File: config.mk
export PLATFORM = sky130hd
export DESIGN_NAME = bcd_rtc_to_epoch_seconds_core_flat
export DESIGN_NICKNAME = d
export VERILOG_FILES = /design/src/rtl/core/bcdep_pkg.sv /design/src/rtl/core/bcdep_intf.sv /design/src/rtl/core/bcd_rtc_to_epoch_seconds_core.sv /design/src/rtl/core/bcdep_pipe_ctrl.sv /design/src/flat_wrapper.sv
export SDC_FILE = /design/constraint.sdc
export NUM_CORES = 2
export LEC_CHECK = 0
export BUFFER_PORTS_ARGS = -buffer_cell sky130_fd_sc_hd__clkbuf_2
export CAP_MARGIN = 0
export CORE_ASPECT_RATIO = 2
export CORE_UTILIZATION = 30
export CTS_BUF_LIST = sky130_fd_sc_hd__clkbuf_8
export CTS_CLUSTER_DIAMETER = 40
export DETAILED_ROUTE_END_ITERATION = 6
export HOLD_SLACK_MARGIN = 0.08
export PLACE_DENSITY_LB_ADDON = 0.1
export SLEW_MARGIN = 20
export SYNTH_ARGS = -nofsm -noshare
export SYNTH_HDL_FRONTEND = slang
export SYNTH_HIERARCHICAL = 1
export SYNTH_SLANG_ARGS = --single-unit
File: constraint.sdc
create_clock -name clock -period 6.9 [get_ports clock]
set_input_delay 1.38 -clock clock [delete_from_list [all_inputs] [get_ports clock]]
set_output_delay 1.38 -clock clock [all_outputs]
set_load 0.005 [all_outputs]
File: src/rtl/core/bcdep_pkg.sv
// package for the bcd clock reading to epoch seconds core
// pipeline depth, arithmetic constants, month table and bcd decode
// no dependencies
`default_nettype none

package bcdep_pkg;

   // number of register stages from request to response
   localparam int PIPE_DEPTH = 9;

   // calendar constants
   localparam int EPOCH_YEAR   = 1970;
   localparam int LEAPS_1969   = 477;   // leap years in 1..1969
   localparam int DAYS_IN_YEAR = 365;

   // division by 25 as multiply by reciprocal, exact for inputs below 43690
   localparam int RECIP_25    = 5243;
   localparam int RECIP_SHIFT = 17;
   localparam int PROD_W      = 26;

   // control from the stage controller to the datapath
   typedef struct packed {
      logic [PIPE_DEPTH-1:0] valid;
      logic [PIPE_DEPTH-1:0] load;
      logic                  in_ready;
   } pipe_ctrl_type;

   // two bcd digits to binary, nibbles above nine taken at face value
   function automatic logic [7:0] bcd_to_bin(input logic [7:0] b);
      logic [7:0] tens;
      tens = {4'b0, b[7:4]} * 8'd10;
      return tens + {4'b0, b[3:0]};
   endfunction

   // days in the year before the first of a month, month index from zero
   function automatic logic [8:0] days_before_month(input logic [3:0] idx);
      logic [8:0] d;
      case (idx)
         4'd0:    d = 9'd0;
         4'd1:    d = 9'd31;
         4'd2:    d = 9'd59;
         4'd3:    d = 9'd90;
         4'd4:    d = 9'd120;
         4'd5:    d = 9'd151;
         4'd6:    d = 9'd181;
         4'd7:    d = 9'd212;
         4'd8:    d = 9'd243;
         4'd9:    d = 9'd273;
         4'd10:   d = 9'd304;
         4'd11:   d = 9'd334;
         default: d = 9'd0;
      endcase
      return d;
   endfunction

endpackage

`default_nettype wire

File: src/rtl/core/bcdep_intf.sv
// valid/ready channel interfaces for the request and response sides
// no dependencies
`default_nettype none

interface bcdep_req_if;
   logic       valid;
   logic       ready;
   logic [7:0] century_bcd;
   logic [7:0] year_bcd;
   logic [7:0] month_bcd;
   logic [7:0] day_bcd;
   logic [7:0] hour_bcd;
   logic [7:0] minute_bcd;
   logic [7:0] second_bcd;

   modport source (
      output valid, century_bcd, year_bcd, month_bcd, day_bcd,
             hour_bcd, minute_bcd, second_bcd,
      input  ready
   );
   modport sink (
      input  valid, century_bcd, year_bcd, month_bcd, day_bcd,
             hour_bcd, minute_bcd, second_bcd,
      output ready
   );
endinterface

interface bcdep_rsp_if;
   logic               valid;
   logic               ready;
   logic signed [39:0] epoch_seconds;
   logic               month_bad;

   modport source (
      output valid, epoch_seconds, month_bad,
      input  ready
   );
   modport sink (
      input  valid, epoch_seconds, month_bad,
      output ready
   );
endinterface

`default_nettype wire

File: src/rtl/core/bcd_rtc_to_epoch_seconds_core.sv
// Converts a BCD real-time-clock reading (century, year, month, day,
// hour, minute, second) into signed seconds since 1970-01-01 00:00.
//
// Channels: req_chan takes one reading per transaction, rsp_chan returns
// one result per reading in order: epoch_seconds (40-bit two's complement)
// and month_bad, set with zero seconds when the month is outside 1..12.
// Pipeline: nine register stages, one per step of the day count and of
// the hour, minute and second scaling.
// Throughput: one transaction per cycle while req_chan.ready is high;
// every stage is a register with its own valid bit, so a new reading
// enters while earlier ones are in flight.
// Stall: when the sink holds ready low, the output stage holds its result
// and empty stages behind it keep filling; req_chan.ready falls only once
// all nine stages hold a result.
// Reset: synchronous, clears all stage valid bits; no result is in flight
// after it.
// depends on bcdep_pkg, bcdep_intf, bcdep_pipe_ctrl
`default_nettype none

module bcd_rtc_to_epoch_seconds_core (
   input wire logic     clock,
   input wire logic     reset,
   bcdep_req_if.sink    req_chan,
   bcdep_rsp_if.source  rsp_chan
);

   localparam int PW = bcdep_pkg::PROD_W;
   localparam int RS = bcdep_pkg::RECIP_SHIFT;

   bcdep_pkg::pipe_ctrl_type ctrl;

   bcdep_pipe_ctrl u_ctrl (
      .clock     (clock),
      .reset     (reset),
      .in_valid  (req_chan.valid),
      .out_ready (rsp_chan.ready),
      .ctrl      (ctrl)
   );

   assign req_chan.ready = ctrl.in_ready;

   // stage 1: decode bcd bytes and check the month
   logic [7:0] mon_dec;
   logic [7:0] mon_minus;
   logic [7:0] s1_cen_ff, s1_yr_ff, s1_day_ff, s1_hr_ff, s1_mi_ff, s1_se_ff;
   logic [7:0] s1_cen_in, s1_yr_in, s1_day_in, s1_hr_in, s1_mi_in, s1_se_in;
   logic [3:0] s1_mon_idx_ff, s1_mon_idx_in;
   logic       s1_le2_ff, s1_le2_in;
   logic       s1_bad_ff, s1_bad_in;

   assign mon_dec       = bcdep_pkg::bcd_to_bin(req_chan.month_bcd);
   assign mon_minus     = mon_dec - 8'd1;
   assign s1_cen_in     = bcdep_pkg::bcd_to_bin(req_chan.century_bcd);
   assign s1_yr_in      = bcdep_pkg::bcd_to_bin(req_chan.year_bcd);
   assign s1_day_in     = bcdep_pkg::bcd_to_bin(req_chan.day_bcd);
   assign s1_hr_in      = bcdep_pkg::bcd_to_bin(req_chan.hour_bcd);
   assign s1_mi_in      = bcdep_pkg::bcd_to_bin(req_chan.minute_bcd);
   assign s1_se_in      = bcdep_pkg::bcd_to_bin(req_chan.second_bcd);
   assign s1_mon_idx_in = mon_minus[3:0];
   assign s1_le2_in     = (mon_dec <= 8'd2);
   assign s1_bad_in     = (mon_dec == 8'd0) || (mon_dec > 8'd12);

   always_ff @(posedge clock) begin
      if (ctrl.load[0]) begin
         s1_cen_ff     <= s1_cen_in;
         s1_yr_ff      <= s1_yr_in;
         s1_day_ff     <= s1_day_in;
         s1_hr_ff      <= s1_hr_in;
         s1_mi_ff      <= s1_mi_in;
         s1_se_ff      <= s1_se_in;
         s1_mon_idx_ff <= s1_mon_idx_in;
         s1_le2_ff     <= s1_le2_in;
         s1_bad_ff     <= s1_bad_in;
      end
   end

   // stage 2: full year and days before the month
   logic [14:0] s2_year_ff, s2_year_in;
   logic [8:0]  s2_dbm_ff, s2_dbm_in;
   logic [7:0]  s2_day_ff, s2_hr_ff, s2_mi_ff, s2_se_ff;
   logic        s2_le2_ff, s2_bad_ff;

   assign s2_year_in = {7'b0, s1_cen_ff} * 15'd100 + {7'b0, s1_yr_ff};
   assign s2_dbm_in  = bcdep_pkg::days_before_month(s1_mon_idx_ff);

   always_ff @(posedge clock) begin
      if (ctrl.load[1]) begin
         s2_year_ff <= s2_year_in;
         s2_dbm_ff  <= s2_dbm_in;
         s2_day_ff  <= s1_day_ff;
         s2_hr_ff   <= s1_hr_ff;
         s2_mi_ff   <= s1_mi_ff;
         s2_se_ff   <= s1_se_ff;
         s2_le2_ff  <= s1_le2_ff;
         s2_bad_ff  <= s1_bad_ff;
      end
   end

   // stage 3: last year for the leap count and year offset from the epoch
   logic [14:0]        s3_last_ff, s3_last_in;
   logic               s3_last_ge_ff, s3_last_ge_in;
   logic signed [15:0] s3_yoff_ff, s3_yoff_in;
   logic [8:0]         s3_dbm_ff;
   logic [7:0]         s3_day_ff, s3_hr_ff, s3_mi_ff, s3_se_ff;
   logic               s3_bad_ff;

   assign s3_last_in    = s2_year_ff - {14'b0, s2_le2_ff};
   assign s3_last_ge_in = s2_le2_ff ? (s2_year_ff >= 15'(bcdep_pkg::EPOCH_YEAR + 1))
                                    : (s2_year_ff >= 15'(bcdep_pkg::EPOCH_YEAR));
   assign s3_yoff_in    = $signed({1'b0, s2_year_ff}) - $signed(16'(bcdep_pkg::EPOCH_YEAR));

   always_ff @(posedge clock) begin
      if (ctrl.load[2]) begin
         s3_last_ff    <= s3_last_in;
         s3_last_ge_ff <= s3_last_ge_in;
         s3_yoff_ff    <= s3_yoff_in;
         s3_dbm_ff     <= s2_dbm_ff;
         s3_day_ff     <= s2_day_ff;
         s3_hr_ff      <= s2_hr_ff;
         s3_mi_ff      <= s2_mi_ff;
         s3_se_ff      <= s2_se_ff;
         s3_bad_ff     <= s2_bad_ff;
      end
   end

   // stage 4: reciprocal products for /100 and /400, whole years in days
   logic [PW-1:0]      s4_q100p_ff, s4_q100p_in;
   logic [PW-1:0]      s4_q400p_ff, s4_q400p_in;
   logic [12:0]        s4_l4_ff;
   logic               s4_last_ge_ff;
   logic signed [23:0] s4_base_ff, s4_base_in;
   logic [8:0]         s4_dbm_ff;
   logic [7:0]         s4_day_ff, s4_hr_ff, s4_mi_ff, s4_se_ff;
   logic               s4_bad_ff;

   // n/100 = (n/4)/25 and n/400 = (n/16)/25
   assign s4_q100p_in = {13'b0, s3_last_ff[14:2]} * PW'(bcdep_pkg::RECIP_25);
   assign s4_q400p_in = {15'b0, s3_last_ff[14:4]} * PW'(bcdep_pkg::RECIP_25);
   assign s4_base_in  = $signed({{8{s3_yoff_ff[15]}}, s3_yoff_ff})
                        * $signed(24'(bcdep_pkg::DAYS_IN_YEAR));

   always_ff @(posedge clock) begin
      if (ctrl.load[3]) begin
         s4_q100p_ff   <= s4_q100p_in;
         s4_q400p_ff   <= s4_q400p_in;
         s4_l4_ff      <= s3_last_ff[14:2];
         s4_last_ge_ff <= s3_last_ge_ff;
         s4_base_ff    <= s4_base_in;
         s4_dbm_ff     <= s3_dbm_ff;
         s4_day_ff     <= s3_day_ff;
         s4_hr_ff      <= s3_hr_ff;
         s4_mi_ff      <= s3_mi_ff;
         s4_se_ff      <= s3_se_ff;
         s4_bad_ff     <= s3_bad_ff;
      end
   end

   // stage 5: leap days since 1970 and the day count without them
   logic [PW-RS-1:0]   q100, q400;
   logic [13:0]        leaps_sum;
   logic [11:0]        s5_leaps_ff, s5_leaps_in;
   logic signed [23:0] s5_partial_ff, s5_partial_in;
   logic [7:0]         s5_hr_ff, s5_mi_ff, s5_se_ff;
   logic               s5_bad_ff;

   assign q100      = s4_q100p_ff[PW-1:RS];
   assign q400      = s4_q400p_ff[PW-1:RS];
   assign leaps_sum = {1'b0, s4_l4_ff} - 14'(q100) + 14'(q400)
                      - 14'(bcdep_pkg::LEAPS_1969);
   assign s5_leaps_in   = s4_last_ge_ff ? leaps_sum[11:0] : 12'd0;
   assign s5_partial_in = s4_base_ff + $signed({15'b0, s4_dbm_ff})
                          + $signed({16'b0, s4_day_ff}) - 24'sd1;

   always_ff @(posedge clock) begin
      if (ctrl.load[4]) begin
         s5_leaps_ff   <= s5_leaps_in;
         s5_partial_ff <= s5_partial_in;
         s5_hr_ff      <= s4_hr_ff;
         s5_mi_ff      <= s4_mi_ff;
         s5_se_ff      <= s4_se_ff;
         s5_bad_ff     <= s4_bad_ff;
      end
   end

   // stage 6: total day count
   logic signed [23:0] s6_days_ff, s6_days_in;
   logic [7:0]         s6_hr_ff, s6_mi_ff, s6_se_ff;
   logic               s6_bad_ff;

   assign s6_days_in = s5_partial_ff + $signed({12'b0, s5_leaps_ff});

   always_ff @(posedge clock) begin
      if (ctrl.load[5]) begin
         s6_days_ff <= s6_days_in;
         s6_hr_ff   <= s5_hr_ff;
         s6_mi_ff   <= s5_mi_ff;
         s6_se_ff   <= s5_se_ff;
         s6_bad_ff  <= s5_bad_ff;
      end
   end

   // stage 7: hours
   logic signed [28:0] s7_hours_ff, s7_hours_in;
   logic [7:0]         s7_mi_ff, s7_se_ff;
   logic               s7_bad_ff;

   assign s7_hours_in = $signed({{5{s6_days_ff[23]}}, s6_days_ff}) * 29'sd24
                        + $signed({21'b0, s6_hr_ff});

   always_ff @(posedge clock) begin
      if (ctrl.load[6]) begin
         s7_hours_ff <= s7_hours_in;
         s7_mi_ff    <= s6_mi_ff;
         s7_se_ff    <= s6_se_ff;
         s7_bad_ff   <= s6_bad_ff;
      end
   end

   // stage 8: minutes
   logic signed [34:0] s8_mins_ff, s8_mins_in;
   logic [7:0]         s8_se_ff;
   logic               s8_bad_ff;

   assign s8_mins_in = $signed({{6{s7_hours_ff[28]}}, s7_hours_ff}) * 35'sd60
                       + $signed({27'b0, s7_mi_ff});

   always_ff @(posedge clock) begin
      if (ctrl.load[7]) begin
         s8_mins_ff <= s8_mins_in;
         s8_se_ff   <= s7_se_ff;
         s8_bad_ff  <= s7_bad_ff;
      end
   end

   // stage 9: seconds, forced to zero on a bad month; this is the output register
   logic signed [39:0] secs_full;
   logic signed [39:0] s9_secs_ff, s9_secs_in;
   logic               s9_bad_ff;

   assign secs_full  = $signed({{5{s8_mins_ff[34]}}, s8_mins_ff}) * 40'sd60
                       + $signed({32'b0, s8_se_ff});
   assign s9_secs_in = s8_bad_ff ? 40'sd0 : secs_full;

   always_ff @(posedge clock) begin
      if (ctrl.load[8]) begin
         s9_secs_ff <= s9_secs_in;
         s9_bad_ff  <= s8_bad_ff;
      end
   end

   assign rsp_chan.valid         = ctrl.valid[bcdep_pkg::PIPE_DEPTH-1];
   assign rsp_chan.epoch_seconds = s9_secs_ff;
   assign rsp_chan.month_bad     = s9_bad_ff;

`ifndef SYNTH
   // a bad month always carries zero seconds
   assert property (@(posedge clock) disable iff (reset)
      (rsp_chan.valid && rsp_chan.month_bad) |-> (rsp_chan.epoch_seconds == 40'sd0))
      else $error("bad month with non-zero seconds");

   // a stalled response stays put until the sink takes it
   assert property (@(posedge clock) disable iff (reset)
      (rsp_chan.valid && !rsp_chan.ready) |=>
         (rsp_chan.valid && $stable(rsp_chan.epoch_seconds)
          && $stable(rsp_chan.month_bad)))
      else $error("response changed while stalled");

   // the request side is never held off while the sink is taking responses
   assert property (@(posedge clock) disable iff (reset)
      rsp_chan.ready |-> req_chan.ready)
      else $error("request stalled with a ready sink");
`endif

endmodule

`default_nettype wire

File: src/rtl/core/bcdep_pipe_ctrl.sv
// stage valid bits and load enables for the conversion pipeline
// depends on bcdep_pkg
`default_nettype none

module bcdep_pipe_ctrl (
   input  wire logic                    clock,
   input  wire logic                    reset,
   input  wire logic                    in_valid,
   input  wire logic                    out_ready,
   output bcdep_pkg::pipe_ctrl_type     ctrl
);

   localparam int D = bcdep_pkg::PIPE_DEPTH;

   logic [D-1:0] valid_ff;
   logic [D-1:0] valid_in;
   logic [D-1:0] load;

   // a stage may load when empty or when the stage after it loads
   always_comb begin
      load[D-1] = !valid_ff[D-1] || out_ready;
      for (int i = D - 2; i >= 0; i--) begin
         load[i] = !valid_ff[i] || load[i+1];
      end
   end

   // valid bits follow the data
   always_comb begin
      valid_in[0] = load[0] ? in_valid : valid_ff[0];
      for (int i = 1; i < D; i++) begin
         valid_in[i] = load[i] ? valid_ff[i-1] : valid_ff[i];
      end
   end

   always_ff @(posedge clock) begin
      if (reset) begin
         valid_ff <= '0;
      end else begin
         valid_ff <= valid_in;
      end
   end

   assign ctrl.valid    = valid_ff;
   assign ctrl.load     = load;
   assign ctrl.in_ready = load[0];

`ifndef SYNTH
   // reset empties every stage
   assert property (@(posedge clock) reset |=> valid_ff == '0)
      else $error("pipeline not empty after reset");

   // back-pressure on the request side only with a full pipe and a stalled sink
   assert property (@(posedge clock) disable iff (reset)
      !load[0] |-> ((&valid_ff) && !out_ready))
      else $error("request stalled with room in the pipeline");

   // an accepted transaction lands in the first stage
   assert property (@(posedge clock) disable iff (reset)
      (in_valid && load[0]) |=> valid_ff[0])
      else $error("accepted transaction lost at first stage");
`endif

endmodule

`default_nettype wire

File: src/flat_wrapper.sv
// flat-port wrapper written by rule: the top's interface ports become plain ports
module bcd_rtc_to_epoch_seconds_core_flat 
  (clock, reset, req_chan_valid, req_chan_century_bcd, req_chan_year_bcd, req_chan_month_bcd, req_chan_day_bcd, req_chan_hour_bcd, req_chan_minute_bcd, req_chan_second_bcd, req_chan_ready, rsp_chan_valid, rsp_chan_epoch_seconds, rsp_chan_month_bad, rsp_chan_ready);
  bcdep_req_if req_chan_i ();
  bcdep_rsp_if rsp_chan_i ();
  input wire logic clock;
  input wire logic reset;
  input wire logic [$bits(req_chan_i.valid)-1:0] req_chan_valid;
  input wire logic [$bits(req_chan_i.century_bcd)-1:0] req_chan_century_bcd;
  input wire logic [$bits(req_chan_i.year_bcd)-1:0] req_chan_year_bcd;
  input wire logic [$bits(req_chan_i.month_bcd)-1:0] req_chan_month_bcd;
  input wire logic [$bits(req_chan_i.day_bcd)-1:0] req_chan_day_bcd;
  input wire logic [$bits(req_chan_i.hour_bcd)-1:0] req_chan_hour_bcd;
  input wire logic [$bits(req_chan_i.minute_bcd)-1:0] req_chan_minute_bcd;
  input wire logic [$bits(req_chan_i.second_bcd)-1:0] req_chan_second_bcd;
  output wire logic [$bits(req_chan_i.ready)-1:0] req_chan_ready;
  output wire logic [$bits(rsp_chan_i.valid)-1:0] rsp_chan_valid;
  output wire logic [$bits(rsp_chan_i.epoch_seconds)-1:0] rsp_chan_epoch_seconds;
  output wire logic [$bits(rsp_chan_i.month_bad)-1:0] rsp_chan_month_bad;
  input wire logic [$bits(rsp_chan_i.ready)-1:0] rsp_chan_ready;
  assign req_chan_i.valid = req_chan_valid;
  assign req_chan_i.century_bcd = req_chan_century_bcd;
  assign req_chan_i.year_bcd = req_chan_year_bcd;
  assign req_chan_i.month_bcd = req_chan_month_bcd;
  assign req_chan_i.day_bcd = req_chan_day_bcd;
  assign req_chan_i.hour_bcd = req_chan_hour_bcd;
  assign req_chan_i.minute_bcd = req_chan_minute_bcd;
  assign req_chan_i.second_bcd = req_chan_second_bcd;
  assign req_chan_ready = req_chan_i.ready;
  assign rsp_chan_valid = rsp_chan_i.valid;
  assign rsp_chan_epoch_seconds = rsp_chan_i.epoch_seconds;
  assign rsp_chan_month_bad = rsp_chan_i.month_bad;
  assign rsp_chan_i.ready = rsp_chan_ready;
  bcd_rtc_to_epoch_seconds_core u_core (.clock(clock), .reset(reset), .req_chan(req_chan_i), .rsp_chan(rsp_chan_i));
endmodule
==> Word level (Yosys, flattened, before mapping) <==
Memory sizes are Yosys's and may differ from the RTL's. A register that Yosys moved wholly into a read port is not among the register bits.
Cells that the tools add are included.
{ "classes": {"n_mul": 14, "n_reduce_logical": 20, "n_lt_le_gt_ge": 4, "addsub": 21, "muxes": 1} }
{ "ops": {"columns": ["op", "n"], "rows": [
  ["$add A8 B4 Y8", 7],
  ["$mul A4 B3 Y7 const B", 7],
  ["$add A40 B9 Y40", 1],
  ["$mul A35 B5 Y38 const B", 1],
  ["$add A35 B9 Y35", 1],
  ["$mul A29 B5 Y33 const B", 1],
  ["$ge A15 B11 Y1 const B", 2],
  ["$add A29 B9 Y29", 1],
  ["$mul A13 B13 Y26 const B", 1],
  ["$mul A24 B3 Y26 const B", 1],
  ["$add A24 B10 Y24", 1],
  ["$add A24 B13 Y24", 1],
  ["$add A24 B9 Y24", 1],
  ["$mul A11 B13 Y24 const B", 1],
  ["$mul A16 B10 Y24 const B", 1],
  ["$sub A24 B2 Y24 const B", 1],
  ["$sub A15 B11 Y16 const B", 1],
  ["$add A15 B8 Y15", 1],
  ["$sub A15 B1 Y15", 1],
  ["$mul A8 B5 Y13 const B", 1],
  ["$add A12 B7 Y12", 1],
  ["$sub A12 B9 Y12", 1],
  ["$sub A12 B9 Y12 const B", 1],
  ["$logic_or A1 B1 Y1", 10],
  ["other kinds (6)", 14]
]} }
{ "totals": {"in_bits": 60, "wordCells": 126, "romBits": 144, "out_inout_bits": 43, "ff_bits": 556, "mem_count": 1} }
{ "mem_list": {"columns": ["name", "words", "word_bits", "read_ports", "rd_clocked_by_memory_dff", "write_ports", "line_no", "text"], "rows": [
  ["(no name shown)", 16, 9, 1, 1, 0, "bcdep_pkg.sv:38", "case (idx)"]
]} }

==> Depth between registers and ports, before layout <==
{ "logic_depth": {"depth_word": 10, "depth_mapped": 23, "ltp_nobuf": 23} }

==> By module <==
Netlist, hierarchy kept.
{ "modules_own_cells": {"columns": ["module", "seq_area_each_um2", "n_inst", "cells_each", "area_per_inst_um2"], "rows": [
  ["bcd_rtc_to_epoch_seconds_core", 15615.0, 1, 3715, 42056.6],
  ["bcdep_pipe_ctrl", 180.2, 1, 44, 394.1]
]} }

==> Least setup slack after synthesis <==
No wires, ideal clock.
{ "synth_timing": {"path_kind": "reg-to-reg", "start": "register u_core.s3_last_ff[9]", "end": "register u_core.s4_q100p_ff[25], data pin", "path_slack_ns": 1.392, "setup_ns": 0.262, "n_path_buf": 0, "t_required_ns": 6.638, "stages_incl_launch_ff": 20, "arrival_ns": 5.246, "synth_period_minus_slack_ns": 5.508, "path_cell_list": "edfxtp_1 inv_1 fa_1 inv_1 ha_1 ha_1 fa_1 fa_1 ha_1 a211o_1 a21oi_1 nand2_1 a31o_2 a31oi_1 nor2b_1 o21a_1 o21a_1 o31a_1 o31ai_1 xnor2_1"} }
{ "synth_via": {"elab_chain_cells": 1} }
{ "synth_rtl": {"columns": ["element", "line_no", "text"], "rows": [
  ["start, declared", "bcd_rtc_to_epoch_seconds_core.sv:100", "logic [14:0] s3_last_ff, s3_last_in;"],
  ["start signal, assigned", "bcd_rtc_to_epoch_seconds_core.sv:114", "s3_last_ff <= s3_last_in;"],
  ["$mul A13 B13 Y26", "bcd_rtc_to_epoch_seconds_core.sv:137", "assign s4_q100p_in = {13'b0, s3_last_ff[14:2]} * PW'(bcdep_pkg::RECIP_25);"],
  ["via u_core.s4_q100p_in[25]", "bcd_rtc_to_epoch_seconds_core.sv:127", "logic [PW-1:0] s4_q100p_ff, s4_q100p_in;"],
  ["end signal, assigned", "bcd_rtc_to_epoch_seconds_core.sv:144", "s4_q100p_ff <= s4_q100p_in;"],
  ["end, declared", "bcd_rtc_to_epoch_seconds_core.sv:127", null]
]} }
The timed path passes the listed nets, and every way through them passes these cells.
A chain may end at the register's enable or synchronous reset.

==> Worst setup path after layout <==
{ "layout_timing": {"start": "register u_core.s3_yoff_ff[7]", "end": "register u_core.s4_base_ff[22], data pin"} }
{ "layout_via": {"elab_chain_cells": 1} }
{ "layout_rtl": {"columns": ["element", "line_no", "text"], "rows": [
  ["start, declared", "bcd_rtc_to_epoch_seconds_core.sv:102", "logic signed [15:0] s3_yoff_ff, s3_yoff_in;"],
  ["start signal, assigned", "bcd_rtc_to_epoch_seconds_core.sv:116", "s3_yoff_ff <= s3_yoff_in;"],
  ["$mul A16 B10 Y24", "bcd_rtc_to_epoch_seconds_core.sv:140", "* $signed(24'(bcdep_pkg::DAYS_IN_YEAR));"],
  ["via u_core.s4_base_in[22]", "bcd_rtc_to_epoch_seconds_core.sv:131", "logic signed [23:0] s4_base_ff, s4_base_in;"],
  ["end signal, assigned", "bcd_rtc_to_epoch_seconds_core.sv:148", "s4_base_ff <= s4_base_in;"],
  ["end, declared", "bcd_rtc_to_epoch_seconds_core.sv:131", null]
]} }
The timed path passes the listed nets, and every way through them passes these cells.

==> results.cfg <==
[sta]
fin_crit_ps = 6130
fin_crit_sh_pct = 88.8
fin_setup_tns_ps = 0
max_freq_mhz = 163
finalSetupViolations = 0
grt_setup_unrepaired = no
clock_skew_ps = 40.6
final-hold-violation-count = 0
slew_viol_final = 0
hold_ws_ps = 394
maxSlewHeadroom_pct = 27.0
worstMarginPinSlew_ps = 1090

[clock_tree]
cts_hold_buf = 0
clock_sinks = 529
cts_tree = yes
cts_buffers = 94
cts-root-buf = clkbuf_8
clk_latency_ps = 770
path_clk_slew_ps = 60
cts_max_level = 3
post-cts-setup-buffer-count = 0
cts_resized = 0
cts_max_path_buffers = 3

[layout]
fin_nets = 4876
drive_gt1_share_pct = 7.97
area_growth_pct = 11.2
nFillCells = 14300

[floorplanning]
die_h_um = 534
dieWidth_um = 268
row_count = 194
start_util_pct = 30.3
design.portCount = 103
dieArea_sq_mm = 0.143
core_area_sq_mm = 0.140

[global_routing]
grt_first_pass_wirelength_um = 149000
antenna_found_initial = 1
grt_overflow = 0
gr-usage-all-layers_pct = 13.5
grt_pass1_vias = 29000
grt_max_degree = 60

[setup_path]
cpMaxStageDelayCell = a2111oi_0
crit_buf_inv = 2
worstSetupPathType = register to register
cp-end-kind = register
cp_common_cell = fa_1
worstPathArrival_ps = 6650
critPathLaunchType = register
max_stage_delay_ps = 700
cp.required_ps = 7420
cp_max_fo = 4
crit_family = adder cells
path_cells = ha_1, inv_1, fa_1, fa_1, fa_1, inv_1, fa_1, ha_1, a2111oi_0, o31ai_1, o41ai_1, o21ai_0, or4_1, a31o_2, a21oi_1, xnor2_1

[yosys]
synth_async_sr_flop_share_pct = 0
syn_area_per_cell_sq_um = 11.3
synth_top_cell_by_area = edfxtp_1
synth_top_area_share_pct = 36.8
synth_top_flop_cell = edfxtp_1
synth-seq-area-share_pct = 37.2
synth_edf_count = 520
synthTopCellsByArea = edfxtp_1 (37%), ha_1 (17%), fa_1 (15%), inv_1 (6.2%), xnor2_1 (4.3%)
synth_seq_cells = 529
synth_area_sq_mm = 0.0425
syn_nets = 4709
syn-instance-count = 3759
ys_warn_count = 6
ys_types = 103

[drt]
drtPass1Iterations = 5
routed_via_density = 4.49
wirelength_um = 93900
drt_first_iter_violations = 805
route.detailed.drc = 0
antenna_left = 0
num_vias = 26300
wl_per_cell_um = 16.0

[placement]
io_buffers = 102
hpwl_um = 79000
routabilityCongestion = 0.818

[job]
cap_violations = 0

[worst_hold_path]
hold_class = register to register

[run_status]
outcome = finished, final reports clean
worst register-to-register path, cell delays in order, from the launching register on:
cell and delay [ps]:
edfxtp_1 500, ha_1 350, inv_1 60, fa_1 550
fa_1 440, fa_1 550, inv_1 50, fa_1 450
ha_1 250, a2111oi_0 700, o31ai_1 270, o41ai_1 470
o21ai_0 250, or4_1 480, a31o_2 260, a21oi_1 180
xnor2_1 80
synthesized netlist by cell type (10+ instances only):
master      n
a211oi_1   16
a21o_1     62
a21oi_1   177
a31oi_1    15
and2_1     27
and3_1     30
clkbuf_1   32
edfxtp_1  520
fa_1      308
ha_1      582
inv_1     700
mux2i_1    10
nand2_1   135
nand2b_1   28
nand3_1    47
nand3b_1   13
nand4_1    18
nor2_1    182
nor2b_1    48
nor3_1     62
nor3b_1    12
nor4_1     11
o21a_1     34
o21ai_0   101
o21bai_1   38
o31ai_1    10
or2_2      10
or3_1      24
xnor2_1   207
xor2_1     97
cells by family (layout without fill, tap and decap cells):
logic type      count (synthesis)  count (layout)  share of synthesized area (%)
flops                         529             529                           37.2
mux                            18              18                          0.448
buf+inv                       746             988                           6.67
fa+ha+maj                     890             890                           31.7
simple gates                  696             696                           8.68
xor+xnor                      306             306                           6.35
other cells                     0               1                              0
compound gates                574             574                           8.96
worst paths after layout:
path                              from                    end  slack, ps  cells after the start
hold reg to reg     u_core/s7_mi_ff[1]   u_core/s8_mins_ff[1]        390                      0
hold / removal      u_core/s7_mi_ff[1]   u_core/s8_mins_ff[1]        390                      0
setup reg to reg  u_core/s3_yoff_ff[7]  u_core/s4_base_ff[22]        770                     16
setup / recovery  u_core/s3_yoff_ff[7]  u_core/s4_base_ff[22]        770                     16
placed cells by master, fill, tap and decap left out, types with 11 or more instances in the layout:
cell type  instances
a31oi_1           15
nor3_1            62
edfxtp_1         520
nor3b_1           12
o21ai_0          101
a21oi_1          177
nor2_1           182
a21o_1            62
o21bai_1          38
or3_1             24
and2_1            27
clkbuf_8          95
o21a_1            34
nand2b_1          27
xnor2_1          207
nor2b_1           48
nand3_1           46
fa_1             308
and3_1            30
buf_4             15
a211oi_1          16
xor2_1            97
nand3b_1          13
nand2_1          133
clkbuf_2         102
ha_1             582
or2_2             11
nor4_1            11
inv_1            731
nand4_1           18
stage by stage:
step	std cells	cell area, sq um	worst slack [ps]	utilization [%]
floorplan	3759	42500	1390	-
global placement	5692	45200	728	32.3
detailed placement	5692	45200	683	32.3
CTS	5863	47200	690	33.7
global route	5864	47200	495	33.7
finish	5864	47200	770	33.7
area by class of cell:
class	count	area [sq um]	area share [%]
Antenna cell	1	2.50	0.00530
Clock buffer	95	1310	2.77
Clock inverter	76	663	1.40
Inverter	700	2630	5.57
Multi-Input combinational cell	2484	23900	50.5
Sequential cell	529	15800	33.5
Tap cell	1862	2330	4.94
Timing Repair Buffer	117	623	1.32
state kept, by name, summed over array words and instances, names as in the netlist, 12 cells and up:
signal and flops:
u_core/s2_year_ff 15, u_core/s5_partial_ff 24, u_core/s3_last_ff 13, u_core/s3_yoff_ff 16
u_core/s6_days_ff 24, u_core/rsp_chan.epoch_seconds 40, u_core/s8_mins_ff 35, u_core/s5_leaps_ff 12
u_core/s7_hours_ff 29, u_core/s4_base_ff 24
layer usage:
layer / vias to the layer above / track usage [%] / wire length [um]
li1: 13200 / - / -
met2: 283 / 30.5 / 60400
met3: 171 / 1.69 / 2050
met4: 0 / 7.27 / 4710
met1: 12700 / 10.1 / 26800
met5: - / 0 / 0
Power is left out: the tool's default activity adds up to more than one toggle a clock period on the data nets, which glitch-free logic cannot reach.
